**src/hdl/awc_pkg.sv**
```systemverilog
// shared constants and types for the averaged window comparator
`timescale 1ns / 1ps

package awc_pkg;

    // sample and average width of every channel
    localparam int DATA_W = 10;

    // default number of beats averaged per round
    localparam int SAMPLES_DEF = 8;

    // width of one mode band on the mode average
    localparam logic [DATA_W-1:0] BAND_STEP = 10'd255;

    // configuration port
    localparam int APB_ADDR_W = 3;
    localparam int APB_DATA_W = 32;
    localparam logic REG_DEADBAND = 1'b0;
    localparam logic [DATA_W-1:0] DEADBAND_RST = 10'd8;

    // comparison selected by the mode average
    typedef enum logic [1:0] {
        BAND_LOWER     = 2'd0,
        BAND_NOT_EQUAL = 2'd1,
        BAND_EQUAL     = 2'd2,
        BAND_HIGHER    = 2'd3
    } t_band;

endpackage

```
**src/hdl/awc_if.sv**
```systemverilog
// stream interfaces for sample beats and result beats
`timescale 1ns / 1ps

interface awc_in_if;
    logic                       valid;
    logic                       ready;
    logic [awc_pkg::DATA_W-1:0] input_sample;
    logic [awc_pkg::DATA_W-1:0] mode_sample;
    logic [awc_pkg::DATA_W-1:0] reference_sample;

    modport source (
        output valid, input_sample, mode_sample, reference_sample,
        input  ready
    );
    modport sink (
        input  valid, input_sample, mode_sample, reference_sample,
        output ready
    );
endinterface

interface awc_res_if;
    logic                       valid;
    logic                       ready;
    logic                       output_level;
    logic                       output_changed;
    logic [awc_pkg::DATA_W-1:0] held_value;

    modport source (
        output valid, output_level, output_changed, held_value,
        input  ready
    );
    modport sink (
        input  valid, output_level, output_changed, held_value,
        output ready
    );
endinterface

```
**src/hdl/averaged_window_comparator.sv**
```systemverilog
// averaged window comparator: per-round channel averages, hysteresis and mode compare
// the result beat of a round passes the sum register, the average register and the
// result register in turn after its last sample beat is accepted
// throughput: one sample beat per cycle; one result beat every SAMPLES beats
// a stalled result only holds the input back once all three stages are full
// reset (synchronous, active low): sums, counter, held value and last level clear,
// deadband returns to 8, all pipeline stages empty
`timescale 1ns / 1ps

module averaged_window_comparator #(
    parameter int SAMPLES = awc_pkg::SAMPLES_DEF
) (
    input  logic                           i_clk,
    input  logic                           i_rst_n,

    awc_in_if.sink                         i_smp,
    awc_res_if.source                      o_res,

    input  logic                           psel,
    input  logic                           penable,
    input  logic                           pwrite,
    input  logic [awc_pkg::APB_ADDR_W-1:0] paddr,
    input  logic [awc_pkg::APB_DATA_W-1:0] pwdata,
    output logic [awc_pkg::APB_DATA_W-1:0] prdata,
    output logic                           pready
);

    localparam int DW     = awc_pkg::DATA_W;
    // bits a round's sum can grow by
    localparam int CLOG   = (SAMPLES > 1) ? $clog2(SAMPLES) : 0;
    localparam int ACC_W  = DW + CLOG;
    localparam int CNT_W  = (SAMPLES > 1) ? $clog2(SAMPLES) : 1;
    // sum / SAMPLES as (sum * RECIP) >> SHIFT, exact for every sum below 2^ACC_W
    localparam int SHIFT  = ACC_W + CLOG;
    localparam int RCP_W  = ACC_W + 1;
    localparam int PROD_W = ACC_W + RCP_W;
    localparam logic [RCP_W-1:0] RECIP =
        RCP_W'(((64'd1 << SHIFT) + 64'(SAMPLES) - 64'd1) / 64'(SAMPLES));
    localparam logic [CNT_W-1:0] CNT_LAST = CNT_W'(SAMPLES - 1);

    // magnitude of a signed difference of two 10-bit values
    function automatic logic [DW-1:0] abs_diff(input logic signed [DW:0] x);
        logic signed [DW:0] neg;
        neg = -x;
        return x[DW] ? neg[DW-1:0] : x[DW-1:0];
    endfunction

    // ---------------------------------------------------------------
    // configuration register
    // ---------------------------------------------------------------
    logic [DW-1:0] r_deadband;
    logic          cfg_wr;

    assign pready = 1'b1;
    assign cfg_wr = psel && penable && pwrite && (paddr[2] == awc_pkg::REG_DEADBAND);
    assign prdata = (paddr[2] == awc_pkg::REG_DEADBAND)
                  ? awc_pkg::APB_DATA_W'(r_deadband) : '0;

    always_ff @(posedge i_clk) begin
        if (!i_rst_n) begin
            r_deadband <= awc_pkg::DEADBAND_RST;
        end else if (cfg_wr) begin
            // only the low 10 bits of a write are kept
            r_deadband <= pwdata[DW-1:0];
        end
    end

    // ---------------------------------------------------------------
    // pipeline flow control
    // ---------------------------------------------------------------
    logic r_a_vld, r_b_vld, r_out_vld;
    logic out_free, b_adv, b_free, a_adv, a_free;
    logic in_beat;

    assign out_free = !r_out_vld || o_res.ready;
    assign b_adv    = r_b_vld && out_free;
    assign b_free   = !r_b_vld || out_free;
    assign a_adv    = r_a_vld && b_free;
    assign a_free   = !r_a_vld || b_free;

    assign i_smp.ready = a_free;
    assign in_beat     = i_smp.valid && a_free;

    // ---------------------------------------------------------------
    // accumulate stage: running sums, round closes on the last beat
    // ---------------------------------------------------------------
    logic [CNT_W-1:0] r_cnt;
    logic [ACC_W-1:0] r_acc_in, r_acc_mode, r_acc_ref;
    logic [ACC_W-1:0] n_acc_in, n_acc_mode, n_acc_ref;
    logic             last_beat;

    assign last_beat  = (r_cnt == CNT_LAST);
    assign n_acc_in   = r_acc_in   + ACC_W'(i_smp.input_sample);
    assign n_acc_mode = r_acc_mode + ACC_W'(i_smp.mode_sample);
    assign n_acc_ref  = r_acc_ref  + ACC_W'(i_smp.reference_sample);

    always_ff @(posedge i_clk) begin
        if (!i_rst_n) begin
            r_cnt      <= '0;
            r_acc_in   <= '0;
            r_acc_mode <= '0;
            r_acc_ref  <= '0;
        end else if (in_beat) begin
            if (last_beat) begin
                r_cnt      <= '0;
                r_acc_in   <= '0;
                r_acc_mode <= '0;
                r_acc_ref  <= '0;
            end else begin
                r_cnt      <= r_cnt + 1'b1;
                r_acc_in   <= n_acc_in;
                r_acc_mode <= n_acc_mode;
                r_acc_ref  <= n_acc_ref;
            end
        end
    end

    // completed round sums
    logic [ACC_W-1:0] r_a_sum_in, r_a_sum_mode, r_a_sum_ref;

    always_ff @(posedge i_clk) begin
        if (!i_rst_n) begin
            r_a_vld <= 1'b0;
        end else if (in_beat && last_beat) begin
            r_a_vld <= 1'b1;
        end else if (a_adv) begin
            r_a_vld <= 1'b0;
        end
    end

    always_ff @(posedge i_clk) begin
        if (in_beat && last_beat) begin
            r_a_sum_in   <= n_acc_in;
            r_a_sum_mode <= n_acc_mode;
            r_a_sum_ref  <= n_acc_ref;
        end
    end

    // ---------------------------------------------------------------
    // average stage: reciprocal multiply, mode band decode
    // ---------------------------------------------------------------
    logic [PROD_W-1:0]   prod_in, prod_mode, prod_ref;
    logic [DW-1:0]       avg_in, avg_mode, avg_ref;
    awc_pkg::t_band      band;

    assign prod_in   = PROD_W'(r_a_sum_in)   * PROD_W'(RECIP);
    assign prod_mode = PROD_W'(r_a_sum_mode) * PROD_W'(RECIP);
    assign prod_ref  = PROD_W'(r_a_sum_ref)  * PROD_W'(RECIP);
    assign avg_in    = prod_in[SHIFT +: DW];
    assign avg_mode  = prod_mode[SHIFT +: DW];
    assign avg_ref   = prod_ref[SHIFT +: DW];

    // band edges at multiples of 255, the top three codes fold back to lower
    always_comb begin
        priority if (avg_mode <= awc_pkg::BAND_STEP) begin
            band = awc_pkg::BAND_LOWER;
        end else if (avg_mode <= DW'(2 * awc_pkg::BAND_STEP)) begin
            band = awc_pkg::BAND_NOT_EQUAL;
        end else if (avg_mode <= DW'(3 * awc_pkg::BAND_STEP)) begin
            band = awc_pkg::BAND_EQUAL;
        end else if (avg_mode <= DW'(4 * awc_pkg::BAND_STEP)) begin
            band = awc_pkg::BAND_HIGHER;
        end else begin
            band = awc_pkg::BAND_LOWER;
        end
    end

    logic [DW-1:0]  r_b_in_avg, r_b_ref_avg;
    awc_pkg::t_band r_b_band;

    always_ff @(posedge i_clk) begin
        if (!i_rst_n) begin
            r_b_vld <= 1'b0;
        end else if (b_free) begin
            r_b_vld <= r_a_vld;
        end
    end

    always_ff @(posedge i_clk) begin
        if (a_adv) begin
            r_b_in_avg  <= avg_in;
            r_b_ref_avg <= avg_ref;
            r_b_band    <= band;
        end
    end

    // ---------------------------------------------------------------
    // decide stage: hysteresis update and window compare
    // ---------------------------------------------------------------
    logic [DW-1:0]        r_held;
    logic                 r_prev_level;
    logic signed [DW:0]   diff_hold_in, diff_hold_ref, diff_new_ref, diff_ref;
    logic                 held_upd;
    logic [DW-1:0]        n_held;
    logic [DW-1:0]        mag_ref;
    logic                 n_level;

    assign diff_hold_in  = $signed({1'b0, r_held})     - $signed({1'b0, r_b_in_avg});
    assign diff_hold_ref = $signed({1'b0, r_held})     - $signed({1'b0, r_b_ref_avg});
    assign diff_new_ref  = $signed({1'b0, r_b_in_avg}) - $signed({1'b0, r_b_ref_avg});

    // held value moves only when the new average leaves the deadband
    assign held_upd = abs_diff(diff_hold_in) > r_deadband;
    assign n_held   = held_upd ? r_b_in_avg : r_held;

    // compare runs on the updated held value
    assign diff_ref = held_upd ? diff_new_ref : diff_hold_ref;
    assign mag_ref  = abs_diff(diff_ref);

    always_comb begin
        unique case (r_b_band)
            awc_pkg::BAND_EQUAL:     n_level = mag_ref < r_deadband;
            awc_pkg::BAND_NOT_EQUAL: n_level = mag_ref > r_deadband;
            awc_pkg::BAND_HIGHER:    n_level = !diff_ref[DW] && (diff_ref != '0);
            awc_pkg::BAND_LOWER:     n_level = diff_ref[DW];
            default:                 n_level = 1'b0;
        endcase
    end

    always_ff @(posedge i_clk) begin
        if (!i_rst_n) begin
            r_held       <= '0;
            r_prev_level <= 1'b0;
        end else if (b_adv) begin
            r_held       <= n_held;
            r_prev_level <= n_level;
        end
    end

    // ---------------------------------------------------------------
    // result register
    // ---------------------------------------------------------------
    logic          r_out_level, r_out_changed;
    logic [DW-1:0] r_out_held;

    always_ff @(posedge i_clk) begin
        if (!i_rst_n) begin
            r_out_vld <= 1'b0;
        end else if (out_free) begin
            r_out_vld <= r_b_vld;
        end
    end

    always_ff @(posedge i_clk) begin
        if (b_adv) begin
            r_out_level   <= n_level;
            r_out_changed <= n_level != r_prev_level;
            r_out_held    <= n_held;
        end
    end

    assign o_res.valid          = r_out_vld;
    assign o_res.output_level   = r_out_level;
    assign o_res.output_changed = r_out_changed;
    assign o_res.held_value     = r_out_held;

endmodule

```
**src/flat_wrapper.sv**
```systemverilog
// flat-port wrapper written by rule: the top's interface ports become plain ports
module averaged_window_comparator_flat 
#(
    parameter int SAMPLES = awc_pkg::SAMPLES_DEF
)
  (i_clk, i_rst_n, psel, penable, pwrite, paddr, pwdata, prdata, pready, i_smp_valid, i_smp_input_sample, i_smp_mode_sample, i_smp_reference_sample, i_smp_ready, o_res_valid, o_res_output_level, o_res_output_changed, o_res_held_value, o_res_ready);
  awc_in_if i_smp_i ();
  awc_res_if o_res_i ();
  input  logic i_clk;
  input  logic i_rst_n;
  input  logic psel;
  input  logic penable;
  input  logic pwrite;
  input  logic [awc_pkg::APB_ADDR_W-1:0] paddr;
  input  logic [awc_pkg::APB_DATA_W-1:0] pwdata;
  output logic [awc_pkg::APB_DATA_W-1:0] prdata;
  output logic pready;
  input wire logic [$bits(i_smp_i.valid)-1:0] i_smp_valid;
  input wire logic [$bits(i_smp_i.input_sample)-1:0] i_smp_input_sample;
  input wire logic [$bits(i_smp_i.mode_sample)-1:0] i_smp_mode_sample;
  input wire logic [$bits(i_smp_i.reference_sample)-1:0] i_smp_reference_sample;
  output wire logic [$bits(i_smp_i.ready)-1:0] i_smp_ready;
  output wire logic [$bits(o_res_i.valid)-1:0] o_res_valid;
  output wire logic [$bits(o_res_i.output_level)-1:0] o_res_output_level;
  output wire logic [$bits(o_res_i.output_changed)-1:0] o_res_output_changed;
  output wire logic [$bits(o_res_i.held_value)-1:0] o_res_held_value;
  input wire logic [$bits(o_res_i.ready)-1:0] o_res_ready;
  assign i_smp_i.valid = i_smp_valid;
  assign i_smp_i.input_sample = i_smp_input_sample;
  assign i_smp_i.mode_sample = i_smp_mode_sample;
  assign i_smp_i.reference_sample = i_smp_reference_sample;
  assign i_smp_ready = i_smp_i.ready;
  assign o_res_valid = o_res_i.valid;
  assign o_res_output_level = o_res_i.output_level;
  assign o_res_output_changed = o_res_i.output_changed;
  assign o_res_held_value = o_res_i.held_value;
  assign o_res_i.ready = o_res_ready;
  averaged_window_comparator #(.SAMPLES(SAMPLES)) u_core (.i_clk(i_clk), .i_rst_n(i_rst_n), .i_smp(i_smp_i), .o_res(o_res_i), .psel(psel), .penable(penable), .pwrite(pwrite), .paddr(paddr), .pwdata(pwdata), .prdata(prdata), .pready(pready));
endmodule
```
**config.mk**
```make
export PLATFORM = sky130hd
export DESIGN_NAME = averaged_window_comparator_flat
export DESIGN_NICKNAME = d
export VERILOG_FILES = /design/src/hdl/awc_pkg.sv /design/src/hdl/awc_if.sv /design/src/hdl/averaged_window_comparator.sv /design/src/flat_wrapper.sv
export SDC_FILE = /design/constraint.sdc
export NUM_CORES = 1
export LEC_CHECK = 0
export BUFFER_PORTS_ARGS = -buffer_cell sky130_fd_sc_hd__clkbuf_2
export CAP_MARGIN = 10
export CORE_MARGIN = 5
export CORE_UTILIZATION = 50
export CTS_CLUSTER_SIZE = 14
export DETAILED_ROUTE_END_ITERATION = 8
export GPL_ROUTABILITY_DRIVEN = 0
export GPL_TIMING_DRIVEN = 0
export PLACE_DENSITY = 0.71
export SLEW_MARGIN = 20
export SYNTH_ARGS = -nofsm -noshare
export SYNTH_HDL_FRONTEND = slang
export SYNTH_SLANG_ARGS = --single-unit
```
**constraint.sdc**
```tcl
create_clock -name i_clk -period 8.6 [get_ports i_clk]
set_clock_uncertainty 0.05 [all_clocks]
set_input_delay 0 -clock i_clk [delete_from_list [all_inputs] [get_ports i_clk]]
set_output_delay 0 -clock i_clk [all_outputs]
set_load 0.005 [all_outputs]
```
# After elaboration in Yosys (flattened, before gate mapping)
# Index checks and enable logic that the tools add are counted.
# totals
output_inout_bits,47
input_bits,72
reg_bits,139
# classes
mux,15
n_bitwise,1
n_reduce_logical,19
n_eq_ne,5
n_addsub,9
order_cmp,7
# op_table
operator,n
2-to-1 mux 10 bit,4
adder 13 x 10 -> 13 bit,3
2-to-1 mux 13 bit,3
subtractor 10 x 10 -> 11 bit,3
greater-than comparator 10 bit,2
less-or-equal comparator 10 bit (second input constant),2
negation 10 bit,2
2-to-1 mux 11 bit,1
nonzero test 11 bit,1
less-or-equal comparator 10 x 8 -> 1 bit (second input constant),1
less-or-equal comparator 10 x 9 -> 1 bit (second input constant),1
less-than comparator 10 bit,1
logical AND 1 bit,8
== test 2 bit (second input constant),2
zero test 1 bit,4
2-to-1 mux 2 bit,2
case mux 1 bit (4 select lines),1
adder 3 x 1 -> 3 bit (second input constant),1
== test 3 bit (second input constant),1
logical OR 1 bit,3
2-to-1 mux 1 bit,3
2-to-1 mux 3 bit,1
== test 2 x 1 -> 1 bit (second input constant),1
zero test 2 bit,1
other kinds (4),4

# Depth between registers and ports, before layout
# Gate-level depths: netlist (run 1).
# depth
depth_word,10
mapped_depth,35

# Worst setup path after synthesis (run 1)
# Ideal clock, no wire load.
# synth_timing
path_type,register to register
from,register u_core.r_b_in_avg[0]
to,register u_core.r_out_changed (netlist: u_core.o_res.output_changed) (data pin)
path_stages_with_launch,31
n_path_buf,2
period_less_slack_ns,7.388
setup_slack_ns,1.212
setup_time_ns,0.263
t_arrival_ns,7.076
path_cell_list,edfxtp_1 ha_1 fa_1 nor2b_1 o31a_1 a21oi_1 a211o_1 or3_1 o211ai_2 xnor2_1 ha_1 and4_1 and3_1 and3_1 a31oi_1 buf_2 mux2_2 ha_1 buf_2 and3b_1 a211o_1 a311oi_2 nand2_1 o41ai_2 xor2_1 ha_1 a21o_1 o211a_1 a211oi_1 o22ai_2 xor2_1
# synth_between
elab_chain_cells,10
word_cells_on_any_way,15
cone_classes,4 x add/sub; 3 x order compare; 1 x eq/ne; 4 x mux; 3 x reduce/logical
# synth_rtl
element,line,source
from (decl),averaged_window_comparator.sv:168,"logic [DW-1:0] r_b_in_avg, r_b_ref_avg;"
from (signal assigned),averaged_window_comparator.sv:181,r_b_in_avg <= avg_in;
subtractor 10 x 10 -> 11 bit,averaged_window_comparator.sv:198,"assign diff_hold_in = $signed({1'b0, r_held}) - $signed({1'b0, r_b_in_avg});"
negation 10 bit,averaged_window_comparator.sv:44,neg = -x;
2-to-1 mux 10 bit,averaged_window_comparator.sv:45,return x[DW] ? neg[DW-1:0] : x[DW-1:0];
greater-than comparator 10 bit,averaged_window_comparator.sv:203,assign held_upd = abs_diff(diff_hold_in) > r_deadband;
2-to-1 mux 11 bit (*),averaged_window_comparator.sv:207,assign diff_ref = held_upd ? diff_new_ref : diff_hold_ref;
negation 10 bit,averaged_window_comparator.sv:44,
2-to-1 mux 10 bit,averaged_window_comparator.sv:45,
greater-than comparator 10 bit or less-than comparator 10 bit (tied branches),"averaged_window_comparator.sv:213, averaged_window_comparator.sv:212",
case mux 1 bit (4 select lines) (*),averaged_window_comparator.sv:211,unique case (r_b_band)
via u_core.n_level,averaged_window_comparator.sv:196,logic n_level;
inequality test 1 bit (*),averaged_window_comparator.sv:247,r_out_changed <= n_level != r_prev_level;
to (signal assigned),averaged_window_comparator.sv:247,
to (decl),averaged_window_comparator.sv:233,"logic r_out_level, r_out_changed;"
# Mark *: on every way through the listed nets, which the timed path passes. The rest lies on a longest branch.
# A chain may end at the register's enable or synchronous reset.

# Final worst setup path (run 1)
# Ends and elaborated chain as after synthesis.

==> flow_summary.toml, run 1 <==
[clocking]
clock_path_buffers = 2
cts-root-buf = "clkbuf_16"
cts_buffers = 17
cts_tree = "done"
clk_pin_slew_ps = 60
cts_sinks = 130
cts_setup_buffers = 0
cts_htree_levels = 4
clk_latency_ps = 420

[worst_setup_path]
critical_path_class = "reg -> reg"
rr_endpoint = "u_core.o_res.output_changed"
worstPathRequired_ps = 8700
startpoint = "u_core.r_b_in_avg[0]"
cp-end-kind = "register"
r2r-start = "u_core.r_b_in_avg[0]"
cp_num_buf_inv = 2
cp_num_cells = 33
cpMaxStageDelayCell = "edfxtp_1"
reg2reg_slack_ps = 430
cp-start-kind = "register"
max_stage_delay_ps = 440
crit_path_frequent_cell = "ha_1"
crit_end = "u_core.o_res.output_changed"
critPathArrivalTime_ps = 8270
crit_fanout = 10
crit_family = "compound AO/OA/AOI/OAI gates"
r2r_cells = 33

[route]
drc_errors = 0
drt_iter0_drc = 493
vias = 6822
via_per_inst = 5.47
ant_nets = 0
wl_um = 19900
wl_per_cell_um = 15.9
first_pass_iters = 5

[die]
fp.dieH_um = 139
coreArea_um2 = 16500
io_pins = 119
die_w_um = 139
die-area_um2 = 19400
initial_utilization_pct = 50.7
row_count = 47

[synth]
ys_async_sr_fraction_pct = 0
yosysWarnings = 0
syn_area_per_cell_um2 = 9.42
synth_top_area_share_pct = 23.0
synthesis.area_um2 = 8350
synthTopCellsByCount = "81 x nor2_1, 75 x ha_1, 66 x dfxtp_1"
ys.flop_type = "dfxtp_1"
synth-edff-count = 64
yosysTopAreaCell = "edfxtp_1"
ys_ff_latch = 130
synth_most_common_cell = "nor2_1"
synth_seq_area_share_pct = 38.8
synth_cells = 887
yosys-top-cells-area = "edfxtp_1 23%, dfxtp_1 16%, ha_1 11%"
ys_types = 81

[power]
power.density_nw_per_um2 = 172
netSwitchingFraction_pct = 25.8
ir_drop_v = 0.000159
comb_power_share_pct = 15.9
cellLeakagePower_nw = 4.11
pwr-share-clk_pct = 42.5
power.switching_mw = 0.437
p_seq_share_pct = 41.6
p_int_mw = 1.26

[finish]
finish.net_count = 1167
drive_above_1_share_pct = 16.1
syn_to_final_growth_pct = 18.3
n_antenna_cell = 0
final_cells = 1248

[timing]
fin_ws_ps = 433
slew_violations = 0
slew_headroom_pct = 44.8
fin_crit_ps = 8170
hold_viol = 0
setup_violations = 0
worst_pin_slew_ps = 824
max_freq_mhz = 122
final.period_utilization_pct = 95.0
fin_hold_ws_ps = 26.9

[placement]
dp_slack_ps = 274
port_buffers = 71
dpl.hpwl_um = 14700
dp.cells = 1200

[min_path]
hp-class = "in -> reg"

[grt]
track_usage_pct = 20.5
overflow = 0
grt_max_degree = 31
antenna_found_initial = 0
grt_pass1_wl_um = 32000
grt_pass1_vias = 6556

[outcome]
outcome = "complete, no violations"

[job]
cap_violations = 0
## layer usage
layer  vias up  wire length [um]  share of wire, %  track usage, %
li1       3451                 -                 -               -
met1      3120              8570                43            25.3
met2       205              9580                48            34.7
met3        46              1210               6.1            5.42
met4         0               500               2.5            7.21
met5         -                 0                 0               0
## area by class of cell
class	instances	area (um^2)
buffer	55	309
sequential	130	3240
inverter	56	210
tap	220	275
clock inverter	9	93.8
multi-input combinational	667	4710
clock buffer	23	512
fill	1455	6590
timing repair buffer	88	531
## how the worst min path moves through the flow
stage / from / to / depth (start not counted)
global route: i_smp_valid / u_core.r_acc_in[9] / 4
detailed placement: pwdata[1] / u_core.r_deadband[1] / 3
global placement: pwdata[5] / u_core.r_deadband[5] / 3
floorplan: pwdata[1] / u_core.r_deadband[1] / 2
finish: i_smp_mode_sample[8] / u_core.r_a_sum_mode[8] / 3
CTS: i_smp_valid / u_core.r_acc_mode[9] / 4
## logic make-up after synthesis
logic type	share of synthesized area (%)
buffers and inverters	6.22
and+or+nand+nor	16.9
AOI/OAI and AO/OA	18.4
DFF	38.8
xor gates and xnor gates	5.03
adders and majority gates	12.4
other	0.0899
muxes	2.16
## worst register-to-register path, delay by kind of cell, from the launching register on
family	cells	cell delay, ps
AOI/OAI and AO/OA	15	3110
DFF	1	440
xor gates and xnor gates	3	420
buffers and inverters	2	440
and+or+nand+nor	7	1520
adders and majority gates	6	1930
## registers in the layout (all words and copies together), names as in the netlist
register                     flops
u_core.r_cnt                     3
u_core.r_b_in_avg               10
u_core.r_b_band                  2
u_core.r_a_vld                   1
u_core.r_held                   10
u_core.r_acc_mode               13
u_core.r_a_sum_mode             10
u_core.o_res.valid               1
u_core.r_acc_in                 13
u_core.r_prev_level              1
u_core.r_a_sum_in               10
u_core.r_b_ref_avg              10
u_core.r_b_vld                   1
u_core.r_acc_ref                13
u_core.r_deadband               10
u_core.r_a_sum_ref              10
u_core.o_res.held_value         10
u_core.o_res.output_level        1
u_core.o_res.output_changed      1
## cell usage in the layout, fill, tap and decap left out, types with 21 or more instances in the layout
cell type and count:
a21oi_1 59, buf_4 24, clkbuf_1 25, clkbuf_2 71
conb_1 23, dfxtp_1 66, edfxtp_1 64, ha_1 75
inv_1 53, nand2_1 61, nand3_1 26, nor2_1 81
o21a_1 22, o21ai_0 27, xnor2_1 27, xor2_1 21
## through the flow
| step | power [mW] | cell area [um^2] | TNS [ps] | util [%] |
|---|---|---|---|---|
| finish | 1.69 | 9880 | 0 | 60.0 |
| global route | 1.77 | 9880 | -11.7 | 60.0 |
| CTS | 1.70 | 9850 | 0 | 59.8 |
| detailed placement | 0.975 | 9080 | 0 | 55.2 |
| global placement | 0.970 | 9060 | 0 | 55.0 |
| floorplan | 0.911 | 8430 | 0 | - |
## power groups by stage
stage,sequential (mW),combinational [mW],clock [mW]
final,0.705,0.269,0.720
after global placement,0.716,0.253,0
after global routing,0.707,0.300,0.764
after CTS,0.704,0.267,0.731
after floorplan,0.713,0.198,0
after detailed placement,0.717,0.258,0
## what timing repair did
item                                    4_1_cts  5_1_grt
endpoints found under the hold margin        17        0
resized for setup                             0        4
endpoints found under the setup margin        0        3
hold buffers                                 16        0
No activity file was read; power rests on OpenSTA's default activity.
==> run 2, diff against run 1 <==
--- a/config.mk
+++ b/config.mk
@@ -8,13 +8,14 @@
 export BUFFER_PORTS_ARGS = -buffer_cell sky130_fd_sc_hd__clkbuf_2
 export CAP_MARGIN = 10
 export CORE_MARGIN = 5
-export CORE_UTILIZATION = 50
+export CORE_UTILIZATION = 58
 export CTS_CLUSTER_SIZE = 14
 export DETAILED_ROUTE_END_ITERATION = 8
 export GPL_ROUTABILITY_DRIVEN = 0
 export GPL_TIMING_DRIVEN = 0
-export PLACE_DENSITY = 0.71
+export PLACE_DENSITY = 0.81
 export SLEW_MARGIN = 20
 export SYNTH_ARGS = -nofsm -noshare
 export SYNTH_HDL_FRONTEND = slang
 export SYNTH_SLANG_ARGS = --single-unit
+export TNS_END_PERCENT = 1
==> run 2 against run 1 <==
- die area fell by 13%
- hold slack improved by 5.5 ps
- largest power group unchanged
- largest cell class unchanged
- cell count fell by 3.2%
- sequential cell count did not move
- sequential power barely moved
- register-to-register slack improved by 50 ps
- wire length rose by 1.8%
- clock-buffer cell count fell by 5
- highest routed layer unchanged
==> flow_summary.toml, run 2 (synthesis gave the netlist of run 1 again) <==
[power]
power.density_nw_per_um2 = 178
cellLeakagePower_nw = 4.13
ir_drop_v = 0.000150

[timing]
setup_violations = 0
final.period_utilization_pct = 94.4
hold_viol = 0
worst_pin_slew_ps = 836
fin_crit_ps = 8120
max_freq_mhz = 123
slew_headroom_pct = 44.0
slew_violations = 0

[worst_setup_path]
cpMaxStageDelayCell = "edfxtp_1"
worstPathRequired_ps = 8710
critical_path_class = "reg -> reg"
max_stage_delay_ps = 450
cp-end-kind = "register"
critPathArrivalTime_ps = 8230
crit_family = "compound AO/OA/AOI/OAI gates"
r2r-start = "u_core.r_b_in_avg[0]"
reg2reg_slack_ps = 480
crit_path_frequent_cell = "ha_1"
crit_fanout = 10
cp_num_buf_inv = 2
cp_num_cells = 30
rr_endpoint = "u_core.o_res.output_changed"
cp-start-kind = "register"
r2r_cells = 30

[grt]
grt_pass1_wl_um = 32500
grt_max_degree = 31
grt_pass1_vias = 6851
overflow = 0
antenna_found_initial = 0
track_usage_pct = 24.6

[route]
via_per_inst = 5.81
first_pass_iters = 5
wl_per_cell_um = 16.7
vias = 7015
wl_um = 20200
drc_errors = 0
drt_iter0_drc = 487
ant_nets = 0

[die]
initial_utilization_pct = 59.7
die_w_um = 130
coreArea_um2 = 14000
fp.dieH_um = 130
io_pins = 119
die-area_um2 = 16900
row_count = 43

[finish]
reg_top3 = "u_core.r_acc_in: 13 flops, u_core.r_acc_mode: 13 flops, u_core.r_acc_ref: 13 flops"
mostFrequentLayoutCell = "nor2_1"
design_area_um2 = 9880
finish.net_count = 1167
final_cells = 1208
drive_above_1_share_pct = 16.7
n_antenna_cell = 0
final_util_pct = 70.6
num-fill-cells = 1056
layout_common_cells = "81 x nor2_1, 75 x ha_1, 71 x clkbuf_2"
syn_to_final_growth_pct = 18.3

[placement]
postPlaceCellArea_um2 = 9030
port_buffers = 71
dp.cells = 1160
dpl.hpwl_um = 14400

[min_path]
worstHoldPathCells = 3
hp-class = "in -> reg"
min_from = "i_smp_mode_sample[8]"
whs_endpoint = "u_core.r_a_sum_mode[8]"

[clocking]
cts_tree = "done"
cts_sinks = 130
clk_pin_slew_ps = 60
cts_htree_levels = 4
cts-root-buf = "clkbuf_16"
clk_latency_ps = 420
clock_path_buffers = 2
cts_buffers = 17

[outcome]
outcome = "complete, no violations"

[job]
cap_violations = 0
==> run 2: changes by cell type in the layout (fill, tap and decap cells not counted), moves of 2 or more <==
cell / previous run / this run
a21oi_1: 59 / 57
clkbuf_16: 20 / 17
clkinv_4: 4 / 1
inv_6: 1 / 3
clkinvlp_4: 2 / 4
a21oi_2: 0 / 2
bufinv_16: 1 / 4
clkbuf_1: 25 / 22
==> run 2: worst max-delay path by stage <==
stage	from	end
CTS	u_core.r_b_in_avg[0]	u_core.o_res.output_changed
global route	u_core.r_b_in_avg[0]	u_core.o_res.output_changed
detailed placement	u_core.r_b_in_avg[0]	u_core.o_res.output_changed
global placement	u_core.r_b_in_avg[0]	u_core.o_res.output_changed
floorplan	u_core.r_b_in_avg[0]	u_core.o_res.output_changed
finish	u_core.r_b_in_avg[0]	u_core.o_res.output_changed
==> run 2: area by class of cell <==
type | instances | area (um^2) | area share, %
buffer | 55 | 312 | 3.15
clock buffer | 18 | 439 | 4.44
clock inverter | 14 | 201 | 2.04
inverter | 56 | 210 | 2.13
timing repair buffer | 88 | 531 | 5.37
multi-input combinational | 667 | 4720 | 47.8
sequential | 130 | 3240 | 32.8
tap | 180 | 225 | 2.28
==> run 2: worst register-to-register path, delay by kind of cell (launching register included) <==
| kind | cells | cell delay (ps) |
|---|---|---|
| xor+xnor | 3 | 490 |
| flops | 1 | 450 |
| compound gates | 12 | 2850 |
| simple gates | 7 | 1600 |
| mux | 1 | 400 |
| fa+ha+maj | 5 | 1540 |
| buf+inv | 2 | 470 |
==> run 2: report_power, final <==
part	switching, mW	internal [mW]
logic	0.151	0.121
registers	0.0206	0.685
clock network	0.282	0.497
==> run 2: timing repair <==
item	4_1_cts	5_1_grt
gates resized for setup	0	8
buffers inserted	0	0
endpoints found under the setup margin	0	3
endpoints found under the hold margin	17	0
hold buffers	16	0
==> run 2: routing by layer <==
layer  part of all wire [%]  GRT usage [%]  routed length [um]  vias up
li1                       -              -                   -     3451
met1                     41           29.0                8250     3243
met2                     49           42.3                9820      254
met3                    6.6           5.81                1340       67
met4                    4.0           11.4                 812        0
met5                      0              0                   0        -
==> run 2: through the flow <==
stage               setup TNS [ps]  total power [mW]  setup WS [ps]  hold slack, ps
floorplan                        0             0.911           1210            86.0
finish                           0              1.76            479            32.5
detailed placement               0             0.976            272             181
CTS                              0              1.76            223            8.64
global route                 -8.09              1.83          -8.09            53.1
global placement                 0             0.966            343             182
